<file path="config.mk">
export PLATFORM = sky130hd
export DESIGN_NAME = lru_key_value_cache
export DESIGN_NICKNAME = d
export VERILOG_FILES = /design/src/sv/lru_pkg.sv /design/src/sv/lru_key_value_cache.sv /design/src/sv/lru_kv_store.sv /design/src/sv/lru_rank_store.sv
export SDC_FILE = /design/constraint.sdc
export NUM_CORES = 1
export LEC_CHECK = 0
export BUFFER_PORTS_ARGS = -buffer_cell sky130_fd_sc_hd__buf_4
export CAP_MARGIN = 20
export CORE_MARGIN = 2
export CORE_UTILIZATION = 43
export CTS_BUF_LIST = sky130_fd_sc_hd__clkbuf_2 sky130_fd_sc_hd__clkbuf_4 sky130_fd_sc_hd__clkbuf_8
export DETAILED_ROUTE_END_ITERATION = 10
export GPL_ROUTABILITY_DRIVEN = 0
export GPL_TIMING_DRIVEN = 0
export SYNTH_ARGS = -nofsm -noshare
export SYNTH_HDL_FRONTEND = slang
export SYNTH_SLANG_ARGS = --single-unit
export TNS_END_PERCENT = 100
</file>
<file path="constraint.sdc">
create_clock -name clk -period 7.8 [get_ports clk]
set_input_delay 0.78 -clock clk [delete_from_list [all_inputs] [get_ports clk]]
set_output_delay 0.78 -clock clk [all_outputs]
set_load 0.03 [all_outputs]
</file>
<file path="src/sv/lru_pkg.sv">
`timescale 1ns / 1ps

package lru_pkg;

	localparam int KEY_W     = 32;
	localparam int VAL_W     = 32;
	localparam int CAP_W     = 5;
	localparam int CAP_RESET = 16;

	localparam logic MODE_GET = 1'b0;
	localparam logic MODE_PUT = 1'b1;

	localparam logic [VAL_W-1:0] MISS_VALUE = {VAL_W{1'b1}};

endpackage

</file>
<file path="src/sv/lru_key_value_cache.sv">
`timescale 1ns / 1ps

// Fully associative key/value cache with least-recently-used replacement.
// Each transfer on the slave side is a get (tuser 0) or a put (tuser 1) and
// yields exactly one result transfer. Each operation makes one pass over
// the key memory to find the key, a free slot and the least recent entry,
// then, unless it is a get that misses, a read-modify-write pass over the
// rank memory, one entry per cycle in each pass. The next operation is
// accepted while a result waits in the output register. The user must write
// the capacity register through the cfg channel only while the cache is idle;
// the block does not enforce it. Zero acts as one and values above ENTRIES
// act as ENTRIES.

module lru_key_value_cache #(
	parameter int ENTRIES = 16
) (
	input  logic                                         clk,
	input  logic                                         arst_n,
	input  logic                                         s_tvalid,
	output logic                                         s_tready,
	// key [31:0], value [63:32]
	input  logic [lru_pkg::KEY_W+lru_pkg::VAL_W-1:0]    s_tdata,
	// mode [0]
	input  logic                                         s_tuser,
	output logic                                         m_tvalid,
	input  logic                                         m_tready,
	// read_value [31:0], victim_key [63:32]
	output logic [lru_pkg::VAL_W+lru_pkg::KEY_W-1:0]    m_tdata,
	// hit [0], evicted [1]
	output logic [1:0]                                   m_tuser,
	input  logic                                         cfg_valid,
	output logic                                         cfg_ready,
	input  logic [lru_pkg::CAP_W-1:0]                    cfg_data
);

	localparam int IW   = (ENTRIES > 1) ? $clog2(ENTRIES) : 1;
	localparam int CW   = $clog2(ENTRIES + 1);
	localparam int CMPW = (CW > lru_pkg::CAP_W) ? CW : lru_pkg::CAP_W;

	localparam logic [2:0] ST_IDLE   = 3'd0;
	localparam logic [2:0] ST_SCAN   = 3'd1;
	localparam logic [2:0] ST_DECIDE = 3'd2;
	localparam logic [2:0] ST_UPDATE = 3'd3;
	localparam logic [2:0] ST_DONE   = 3'd4;

	logic [2:0]                  state_q;
	logic [CW-1:0]               cnt_q;
	logic                        chk_v_s1;
	logic [IW-1:0]               chk_idx_s1;
	logic [CW-1:0]               count_q;
	logic [lru_pkg::CAP_W-1:0]   cap_q;

	logic                        mode_q;
	logic [lru_pkg::KEY_W-1:0]   key_q;
	logic [lru_pkg::VAL_W-1:0]   value_q;

	logic                        hit_q;
	logic [IW-1:0]               hit_idx_q;
	logic [lru_pkg::VAL_W-1:0]   hit_val_q;
	logic [IW-1:0]               hit_rank_q;
	logic                        free_found_q;
	logic [IW-1:0]               free_idx_q;
	logic                        lru_found_q;
	logic [IW-1:0]               lru_idx_q;
	logic [IW-1:0]               lru_rank_q;
	logic [lru_pkg::KEY_W-1:0]   lru_key_q;

	logic [IW-1:0]               slot_q;
	logic [IW:0]                 limit_q;

	logic                        res_hit_q;
	logic                        res_ev_q;
	logic [lru_pkg::VAL_W-1:0]   res_val_q;
	logic [lru_pkg::KEY_W-1:0]   res_evk_q;

	logic                        out_valid_q;
	logic                        out_hit_q;
	logic                        out_ev_q;
	logic [lru_pkg::VAL_W-1:0]   out_val_q;
	logic [lru_pkg::KEY_W-1:0]   out_evk_q;

	logic                        in_xfer;
	logic                        cfg_xfer;
	logic                        issue;
	logic                        scanning;
	logic                        pass_end;
	logic                        out_load;
	logic                        is_put;
	logic                        has_room;
	logic [IW-1:0]               dec_slot;
	logic [CMPW-1:0]             cap_ext;
	logic [CMPW-1:0]             ent_ext;
	logic [CMPW-1:0]             eff_cap;

	logic [lru_pkg::KEY_W-1:0]   rd_key;
	logic [lru_pkg::VAL_W-1:0]   rd_value;
	logic [IW-1:0]               rd_rank;
	logic                        rd_valid;

	logic                        scan_hit;
	logic                        scan_free;
	logic                        scan_lru;

	assign s_tready  = (state_q == ST_IDLE);
	assign cfg_ready = 1'b1;
	assign in_xfer   = s_tvalid && s_tready;
	assign cfg_xfer  = cfg_valid && cfg_ready;

	assign issue    = ((state_q == ST_SCAN) || (state_q == ST_UPDATE))
		&& (cnt_q < CW'(ENTRIES));
	assign scanning = (state_q == ST_SCAN) && chk_v_s1;
	assign pass_end = !issue && chk_v_s1;
	assign out_load = (state_q == ST_DONE) && (!out_valid_q || m_tready);

	assign scan_hit  = scanning && rd_valid && (rd_key == key_q) && !hit_q;
	assign scan_free = scanning && !rd_valid && !free_found_q;
	assign scan_lru  = scanning && rd_valid && (!lru_found_q || (rd_rank > lru_rank_q));

	assign cap_ext = CMPW'(cap_q);
	assign ent_ext = CMPW'(ENTRIES);
	always_comb begin
		if (cap_ext == '0) begin
			eff_cap = CMPW'(1);
		end else if (cap_ext > ent_ext) begin
			eff_cap = ent_ext;
		end else begin
			eff_cap = cap_ext;
		end
	end

	assign is_put   = (mode_q == lru_pkg::MODE_PUT);
	assign has_room = CMPW'(count_q) < eff_cap;
	assign dec_slot = hit_q ? hit_idx_q : (has_room ? free_idx_q : lru_idx_q);

	lru_kv_store #(
		.ENTRIES (ENTRIES)
	) u_kv_store (
		.clk      (clk),
		.rd_en    (issue && (state_q == ST_SCAN)),
		.rd_addr  (cnt_q[IW-1:0]),
		.rd_key   (rd_key),
		.rd_value (rd_value),
		.wr_en    ((state_q == ST_DECIDE) && is_put),
		.wr_addr  (dec_slot),
		.wr_key   (key_q),
		.wr_value (value_q)
	);

	lru_rank_store #(
		.ENTRIES (ENTRIES)
	) u_rank_store (
		.clk      (clk),
		.arst_n   (arst_n),
		.rd_en    (issue),
		.rd_addr  (cnt_q[IW-1:0]),
		.rd_rank  (rd_rank),
		.rd_valid (rd_valid),
		.wb_en    ((state_q == ST_UPDATE) && chk_v_s1),
		.wb_addr  (chk_idx_s1),
		.slot     (slot_q),
		.limit    (limit_q),
		.set_en   ((state_q == ST_DECIDE) && is_put && !hit_q),
		.set_addr (dec_slot)
	);

	always_ff @(posedge clk or negedge arst_n) begin
		if (!arst_n) begin
			state_q      <= ST_IDLE;
			cnt_q        <= '0;
			chk_v_s1     <= 1'b0;
			count_q      <= '0;
			cap_q        <= lru_pkg::CAP_W'(lru_pkg::CAP_RESET);
			hit_q        <= 1'b0;
			free_found_q <= 1'b0;
			lru_found_q  <= 1'b0;
			out_valid_q  <= 1'b0;
		end else begin
			if (cfg_xfer) begin
				cap_q <= cfg_data;
			end
			if (out_load) begin
				out_valid_q <= 1'b1;
			end else if (m_tready) begin
				out_valid_q <= 1'b0;
			end
			if (scan_hit) begin
				hit_q <= 1'b1;
			end
			if (scan_free) begin
				free_found_q <= 1'b1;
			end
			if (scan_lru) begin
				lru_found_q <= 1'b1;
			end
			unique case (state_q)
				ST_IDLE: begin
					if (in_xfer) begin
						cnt_q        <= '0;
						chk_v_s1     <= 1'b0;
						hit_q        <= 1'b0;
						free_found_q <= 1'b0;
						lru_found_q  <= 1'b0;
						state_q      <= ST_SCAN;
					end
				end
				ST_SCAN, ST_UPDATE: begin
					if (issue) begin
						cnt_q <= cnt_q + CW'(1);
					end
					chk_v_s1 <= issue;
					if (pass_end) begin
						state_q <= (state_q == ST_SCAN) ? ST_DECIDE : ST_DONE;
					end
				end
				ST_DECIDE: begin
					cnt_q <= '0;
					if (is_put && !hit_q && has_room) begin
						count_q <= count_q + CW'(1);
					end
					state_q <= (hit_q || is_put) ? ST_UPDATE : ST_DONE;
				end
				ST_DONE: begin
					if (out_load) begin
						state_q <= ST_IDLE;
					end
				end
				default: begin
					state_q <= ST_IDLE;
				end
			endcase
		end
	end

	always_ff @(posedge clk) begin
		if (in_xfer) begin
			mode_q  <= s_tuser;
			key_q   <= s_tdata[lru_pkg::KEY_W-1:0];
			value_q <= s_tdata[lru_pkg::KEY_W +: lru_pkg::VAL_W];
		end
		if (issue) begin
			chk_idx_s1 <= cnt_q[IW-1:0];
		end
		if (scan_hit) begin
			hit_idx_q  <= chk_idx_s1;
			hit_val_q  <= rd_value;
			hit_rank_q <= rd_rank;
		end
		if (scan_free) begin
			free_idx_q <= chk_idx_s1;
		end
		if (scan_lru) begin
			lru_idx_q  <= chk_idx_s1;
			lru_rank_q <= rd_rank;
			lru_key_q  <= rd_key;
		end
		if (state_q == ST_DECIDE) begin
			slot_q    <= dec_slot;
			limit_q   <= hit_q ? {1'b0, hit_rank_q} : (IW + 1)'(ENTRIES);
			res_hit_q <= hit_q;
			res_ev_q  <= is_put && !hit_q && !has_room;
			if (is_put) begin
				res_val_q <= '0;
			end else if (hit_q) begin
				res_val_q <= hit_val_q;
			end else begin
				res_val_q <= lru_pkg::MISS_VALUE;
			end
			res_evk_q <= (is_put && !hit_q && !has_room) ? lru_key_q : '0;
		end
		if (out_load) begin
			out_hit_q <= res_hit_q;
			out_ev_q  <= res_ev_q;
			out_val_q <= res_val_q;
			out_evk_q <= res_evk_q;
		end
	end

	assign m_tvalid = out_valid_q;
	assign m_tdata  = {out_evk_q, out_val_q};
	assign m_tuser  = {out_ev_q, out_hit_q};

endmodule

</file>
<file path="src/sv/lru_kv_store.sv">
`timescale 1ns / 1ps

module lru_kv_store #(
	parameter int ENTRIES = 16,
	localparam int IW = (ENTRIES > 1) ? $clog2(ENTRIES) : 1
) (
	input  logic                          clk,
	input  logic                          rd_en,
	input  logic [IW-1:0]                 rd_addr,
	output logic [lru_pkg::KEY_W-1:0]     rd_key,
	output logic [lru_pkg::VAL_W-1:0]     rd_value,
	input  logic                          wr_en,
	input  logic [IW-1:0]                 wr_addr,
	input  logic [lru_pkg::KEY_W-1:0]     wr_key,
	input  logic [lru_pkg::VAL_W-1:0]     wr_value
);

	logic [lru_pkg::KEY_W-1:0] key_mem [ENTRIES];
	logic [lru_pkg::VAL_W-1:0] val_mem [ENTRIES];

	always_ff @(posedge clk) begin
		if (wr_en) begin
			key_mem[wr_addr] <= wr_key;
			val_mem[wr_addr] <= wr_value;
		end
	end

	always_ff @(posedge clk) begin
		if (rd_en) begin
			rd_key   <= key_mem[rd_addr];
			rd_value <= val_mem[rd_addr];
		end
	end

endmodule

</file>
<file path="src/sv/lru_rank_store.sv">
`timescale 1ns / 1ps

module lru_rank_store #(
	parameter int ENTRIES = 16,
	localparam int IW = (ENTRIES > 1) ? $clog2(ENTRIES) : 1
) (
	input  logic          clk,
	input  logic          arst_n,
	input  logic          rd_en,
	input  logic [IW-1:0] rd_addr,
	output logic [IW-1:0] rd_rank,
	output logic          rd_valid,
	input  logic          wb_en,
	input  logic [IW-1:0] wb_addr,
	input  logic [IW-1:0] slot,
	input  logic [IW:0]   limit,
	input  logic          set_en,
	input  logic [IW-1:0] set_addr
);

	logic [IW-1:0]      rank_mem [ENTRIES];
	logic [ENTRIES-1:0] valid_q;
	logic [IW-1:0]      new_rank;

	// most recent goes to zero, younger valid entries age by one
	always_comb begin
		if (wb_addr == slot) begin
			new_rank = '0;
		end else if (rd_valid && ({1'b0, rd_rank} < limit)) begin
			new_rank = rd_rank + IW'(1);
		end else begin
			new_rank = rd_rank;
		end
	end

	always_ff @(posedge clk) begin
		if (wb_en) begin
			rank_mem[wb_addr] <= new_rank;
		end
	end

	always_ff @(posedge clk) begin
		if (rd_en) begin
			rd_rank <= rank_mem[rd_addr];
		end
	end

	always_ff @(posedge clk or negedge arst_n) begin
		if (!arst_n) begin
			valid_q  <= '0;
			rd_valid <= 1'b0;
		end else begin
			if (set_en) begin
				valid_q[set_addr] <= 1'b1;
			end
			if (rd_en) begin
				rd_valid <= valid_q[rd_addr];
			end
		end
	end

endmodule

</file>
==> results of run 1 <==
-- cell usage in the layout (no fill, tap or decap), types with 10 or more instances in the layout --
cell type,n
nand4_1,12
dfrtp_1,39
clkbuf_8,237
nor2_4,13
clkinv_1,59
buf_2,30
a21oi_1,43
buf_16,14
ha_1,14
xnor2_1,38
nor2_1,33
inv_1,49
buf_8,12
mux4_2,345
buf_6,26
edfxtp_1,1450
clkinv_2,34
nand2_1,26
buf_4,152
clkbuf_1,59
dlygate4sd3_1,62
a21o_1,13
clkbuf_4,73
nor3_1,10
buf_12,38
and2_1,37
-- report_power, final --
part	internal, mW	switching (mW)
Combinational	2.24	2.62
Clock	3.40	3.01
Sequential	9.73	0.421
-- flip-flops by register name, summed over array words and instances (netlist names), 5 cells and up --
name	flops
value_q	32
res_val_q	32
cnt_q	5
u_kv_store.key_mem	512
u_kv_store.val_mem	512
lru_key_q	32
out_val_q	32
u_kv_store.rd_key	32
limit_q	5
cap_ext	5
count_q	5
u_rank_store.rank_mem	64
hit_val_q	32
res_evk_q	32
out_evk_q	32
u_kv_store.rd_value	32
u_rank_store.valid_q	16
key_q	32
-- what timing repair did --
item	CTS	global route
endpoints found under the setup margin	0	0
hold buffers	62	0
resized for setup	0	0
endpoints found under the hold margin	99	0
-- through the flow --
step           std cells  cell area, sq um
4_1_cts             4704             65300
6_report            4709             65400
3_3_place_gp        4129             58400
3_5_place_dp        4220             60100
2_1_floorplan       2325             55200
5_1_grt             4709             65400
-- area by class of cell --
cell class                 instances  area, sq um  area share
antenna                            1         2.50   0.0000383
buffer                            99          432     0.00660
clock buffer                     310         3810      0.0583
clock inverter                   112          731      0.0112
inverter                          53          206     0.00316
multi-input combinational        683        10200       0.156
sequential                      1490        44500       0.682
tap                             1662         2080      0.0318
timing repair buffer             299         3340      0.0511
-- per-layer routing --
metal  global-route usage  wire length, um  up-vias
met4               0.0575             2780        0
li1                     -                -    10822
met2                0.320            63300     1088
met3               0.0486            10200      181
met5                    0                0        -
met1                0.277            54700    13974
-- logic make-up after synthesis --
logic type               after synthesis
AO/OA/AOI/OAI                         92
XOR/XNOR                              43
adder cells (fa/ha/maj)               14
buffers and inverters                152
flip-flops                          1490
multiplexers                         355
other                                  1
AND/OR/NAND/NOR                      178
-- worst max-delay path by stage --
| stage | startpoint | end | slack [ns] | depth (start not counted) |
|---|---|---|---|---|
| 2_1_floorplan | cap_ext[4] | u_kv_store.key_mem[1][0] | 1.02 | 9 |
| 3_3_place_gp | cap_ext[4] | u_kv_store.val_mem[1][30] | -5.95 | 9 |
| 3_5_place_dp | cap_ext[4] | u_kv_store.val_mem[1][29] | 3.87 | 12 |
| 4_1_cts | cap_ext[4] | u_kv_store.key_mem[1][1] | 3.81 | 12 |
| 5_1_grt | cap_ext[4] | u_kv_store.key_mem[1][1] | 3.63 | 12 |
| 6_report | cap_ext[4] | u_kv_store.key_mem[1][1] | 3.76 | 12 |
-- critical path: stages (launching register included) --
cell	delay (ns)
dfstp_2	0.54
inv_1	0.08
ha_1	0.31
a21oi_1	0.24
o21a_1	0.30
a31oi_1	0.12
a22o_2	0.30
inv_2	0.13
nand2_2	0.14
nor3_2	0.78
buf_6	0.28
buf_4	0.25
buf_6	0.20
==> reports/qor.csv, run 1 <==
metric;value;unit
cts_sinks;1490;
grt_pass1_wl;187000;um
maxCapViolCount;0;
r2r_start;cap_ext[4];
leakagePower;21.3;nW
ant_nets;0;
reg2regPathDepth;12;
synthTopCellsByCount;1450 x edfxtp_1, 345 x mux4_2, 59 x clkbuf_1;
clock_path_buffers;3;
hpwl;83200;um
yosys.area.top_type;edfxtp_1;
dr_total_vias;26065;
clk_pin_slew_worst_paths;0.06;ns
ys_types;66;
synthToLayoutAreaGrowth;18.3;%
period_needed;4.04;ns
power;21.4;mW
grt_overflow_total;0;
outcome;completed;
synth-xor-area-share;0.00682;
crit_fanout;9;
arrival;4.62;ns
wirelength;131000;um
vias_per_cell;5.54;
synth_compound_area_frac;0.0118;
fillCellCount;9981;
timing.fmax;247;MHz
postSynthAreaPerCell;23.8;sq um
antenna_found_initial;5;
synth_area;55200;sq um
synthAdderAreaFrac;0.00317;
ys_ff_latch;1490;
drt-wirelength-per-cell;27.8;um
cts_root_buf;clkbuf_8;
async_flop_share;0.0268;
yosys_warnings;0;
syn-num-nets;2414;
endpoint_kind;flip-flop;
cts_made_buffers;231;
io-pin-count;144;
clock_latency;0.92;ns
period_share;0.518;
setup_violations;0;
io_buffer_count;142;
cts_tree;built;
yosys.area.top_type_share;0.788;
powerDensity;328;nW/um^2
reg2reg_setup_slack;3.76;ns
grt.total_usage;0.201;
core;128000;sq um
synthTopCellsByArea;edfxtp_1 79%, mux4_2 14%, dfrtp_1 1.8%;
synthMostInstantiatedCell;edfxtp_1;
path_class;flip-flop to flip-flop;
dp_slack;3.87;ns
drv_slew;0;
synth_cells;2325;
holdWs;0.0936;ns
initial_core_util;0.433;
grt_pass1_vias;27264;
finalWorstSetupSlack;3.76;ns
synth-edff-count;1450;
yosys.area_share.simple;0.0177;
final_util;0.513;
peakVddDrop;0.180;mV
drtPass1Iterations;5;
rows;131;
grt_max_degree;52;
final.setup.tns;0;ns
rsz0062_at_grt;false;
drc;0;
slew_headroom;0.218;
hold_viol_final;0;
seq_area_frac_synth;0.806;
die_x;362;um
cts_max_level;4;
min_to;value_q[31];
die_area;131000;sq um
startpoint_type;flip-flop;
worst_hold_path_type;primary input to flip-flop;
worstHoldStart;s_tdata[63];
drt_iter0_markers;2726;
die_h;362;um
synth_top_family_by_area;multiplexers;
hold_depth;1;
post_cts_buffers;0;
required;8.38;ns
synth_mux_area_frac;0.143;
finClkSkew;0.0498;ns
r2r_end;u_kv_store.key_mem[1][1];
fin_nets;2946;
ys.flop_type;edfxtp_1;
tightest_slew;1.17;ns
drive_gt1_frac;0.341;
Power figures use the tool's default switching activity.
==> run 2: changes to the inputs <==
Clock period 7.8 ns to 3.3 ns, I/O delays scaled along.
==> run 2 against run 1 <==
Clock-buffer cell count fell by 12. Critical path depth fell by 2. Non-clock buffer count rose by 41. Global-route usage rose by 0.58 points. Utilization rose by 0.57 points. Combinational power rose by 140%. Sequential share of layout area fell by 0.75 points.
==> reports/qor.csv, run 2 (synthesized netlist as in run 1, its figures left out) <==
metric;value;unit;change
final.setup.tns;0;ns;unchanged
fillCellCount;9840;;was 9981
power_frac_seq;0.475;;was 0.474
combPwrFrac;0.233;;was 0.227
core;128000;sq um;unchanged
drtPass1Iterations;6;;was 5
grt_max_degree;53;;was 52
drc;0;;unchanged
initial_core_util;0.433;;unchanged
final_cell_mix;1450 x edfxtp_1, 345 x mux4_2, 239 x clkbuf_8, 179 x buf_4, 75 x dlygate4sd3_1;;was 1450 x edfxtp_1, 345 x mux4_2, 237 x clkbuf_8, 152 x buf_4, 73 x clkbuf_4
ant_nets;0;;unchanged
synthToLayoutAreaGrowth;19.6;%;was 18.3%
hold_depth;2;;was 1
dp_slack;-0.691;ns;was 3.87 ns
hold_viol_final;0;;unchanged
clock_path_buffers;3;;unchanged
drt_iter0_markers;2719;;was 2726
timing.fmax;311;MHz;was 247 MHz
io-pin-count;144;;unchanged
slowest_delay;0.55;ns;was 0.78 ns
crit_fanout;10;;was 9
drt-wirelength-per-cell;28.3;um;was 27.8 um
die_x;362;um;unchanged
r2r_start;cap_ext[4];;unchanged
die_h;362;um;unchanged
period_share;0.974;;was 0.518
grt_busiest_layer;met2;;unchanged
cts_max_level;4;;unchanged
finalWorstSetupSlack;0.0873;ns;was 3.76 ns
layout.cells.most_common;edfxtp_1;;unchanged
r2r_end;u_kv_store.key_mem[8][7];;was u_kv_store.key_mem[1][1]
cts_tree;built;;unchanged
tightest_slew;1.05;ns;was 1.17 ns
wirelength;134000;um;was 131000 um
required;3.83;ns;was 8.38 ns
min_to;value_q[1];;was value_q[31]
use_met3;0.0423;;was 0.0486
arrival;3.74;ns;was 4.62 ns
grt.total_usage;0.206;;was 0.201
io_buffer_count;142;;unchanged
powerDensity;764;nW/um^2;was 328 nW/um^2
startpoint_type;flip-flop;;unchanged
slew_headroom;0.299;;was 0.218
grtUsageMet1;0.278;;was 0.277
worstPathCellList;inv_2 > ha_4 > and4_4 > o211a_4 > o21ai_2 > a2bb2oi_4 > buf_8 > nand3b_4 > buf_12 > nor2_4;;was inv_1 > ha_1 > a21oi_1 > o21a_1 > a31oi_1 > a22o_2 > inv_2 > nand2_2 > nor3_2 > buf_6 > buf_4 > buf_6
seq_area;44500;sq um;unchanged
vias_per_cell;5.50;;was 5.54
internal-power;36.2;mW;was 15.4 mW
outcome;completed;;unchanged
peakVddDrop;0.402;mV;was 0.180 mV
reg2reg_setup_slack;0.09;ns;was 3.76 ns
die_area;131000;sq um;unchanged
cts_sinks;1490;;unchanged
dr_total_vias;26099;;was 26065
path_class;flip-flop to flip-flop;;unchanged
finClkSkew;0.0347;ns;was 0.0498 ns
endpoint_kind;flip-flop;;unchanged
setup_violations;0;;unchanged
drive_gt1_frac;0.348;;was 0.341
antenna_found_initial;5;;unchanged
cts_root_buf;clkbuf_8;;unchanged
reg2regPathDepth;10;;was 12
multi_input_area;10400;sq um;was 10200 sq um
cts_made_buffers;228;;was 231
rows;131;;unchanged
p_clk_frac;0.292;;was 0.299
clk_pin_slew_worst_paths;0.06;ns;about the same
grt_pass1_wl;191000;um;was 187000 um
period_needed;3.21;ns;was 4.04 ns
path_buf_inv;3;;was 5
worst_hold_path_type;primary input to flip-flop;;unchanged
leakagePower;21.6;nW;was 21.3 nW
met2_usage;0.339;;was 0.320
clock_latency;0.91;ns;was 0.92 ns
fin_nets;2989;;was 2946
grt_pass1_vias;27324;;was 27264
grt_overflow_total;0;;unchanged
reg.largest.list;u_kv_store.key_mem: 512 flops, u_kv_store.val_mem: 512 flops, u_rank_store.rank_mem: 64 flops;;unchanged
critPathTopFamily;simple AND/OR/NAND/NOR gates;;was compound AO/OA/AOI/OAI gates
power_switching;14.3;mW;was 6.05 mW
worst_path_max_delay_cell;dfstp_2;;was nor3_2
hpwl;86300;um;was 83200 um
maxCapViolCount;0;;unchanged
drv_slew;0;;unchanged
swShare;0.283;;was 0.282
worstHoldStart;s_tdata[33];;was s_tdata[63]
-- run 2: layout make-up --
class                      count  share of cell area
clock inverter               116              0.0102
inverter                      53             0.00320
timing repair buffer         340              0.0602
buffer                        99             0.00685
multi-input combinational    688               0.158
tap                         1662              0.0315
sequential                  1490               0.674
clock buffer                 298              0.0565
antenna                        1           0.0000379
-- run 2: worst max path at each step --
stage | cells after the start | slack [ns] | startpoint | endpoint
after floorplan | 10 | -0.58 | cap_ext[4] | u_kv_store.key_mem[5][0]
after CTS | 5 | 0.004 | cnt_q[0] | u_kv_store.rd_value[7]
after global placement | 5 | -3.61 | key_q[3] | hit_val_q[30]
after detailed placement | 11 | -0.69 | cap_ext[4] | u_kv_store.val_mem[6][30]
after global routing | 14 | -0.0007 | cap_ext[4] | u_kv_store.val_mem[7][30]
final | 10 | 0.09 | cap_ext[4] | u_kv_store.key_mem[8][7]
-- run 2: timing repair --
item	CTS	global route
setup buffers	41	3
endpoints found under the setup margin	1042	340
endpoints found under the hold margin	117	0
hold buffers	76	0
cloned	5	1
pin swaps	18	5
resized for setup	19	6
-- run 2: through the flow --
step,power (mW),hold WS [ns],utilization,instances,instance area [sq um]
final,50.5,0.143,0.518,4747,66100
after global routing,52.6,0.0812,0.518,4747,66100
after CTS,51.0,0.0302,0.518,4741,66000
after detailed placement,36.1,0.362,0.473,4208,60300
after global placement,35.1,0.342,0.460,4129,58600
after floorplan,31.6,0.0344,-,2325,55500
-- run 2: layer usage --
metal  share of wire  vias to the layer above
met5               0                        -
met4           0.025                        0
met3           0.070                      201
met2            0.50                     1022
met1            0.41                    13947
li1                -                    10929
-- run 2: worst register-to-register path: cells and delay by family, from the launching register on --
kind / cells / cell delay (ns)
AOI/OAI and AO/OA: 3 / 0.57
adders and majority gates: 1 / 0.28
buffers and inverters: 3 / 0.50
DFF: 1 / 0.55
and+or+nand+nor: 3 / 0.93
-- run 2: power by group through the flow --
stage | combinational (mW) | sequential [mW] | clock [mW]
6_report | 11.8 | 24.0 | 14.7
5_1_grt | 12.5 | 24.1 | 15.9
3_3_place_gp | 10.8 | 24.3 | 0
3_5_place_dp | 11.7 | 24.4 | 0
2_1_floorplan | 7.61 | 24.0 | 0
4_1_cts | 11.9 | 24.0 | 15.1
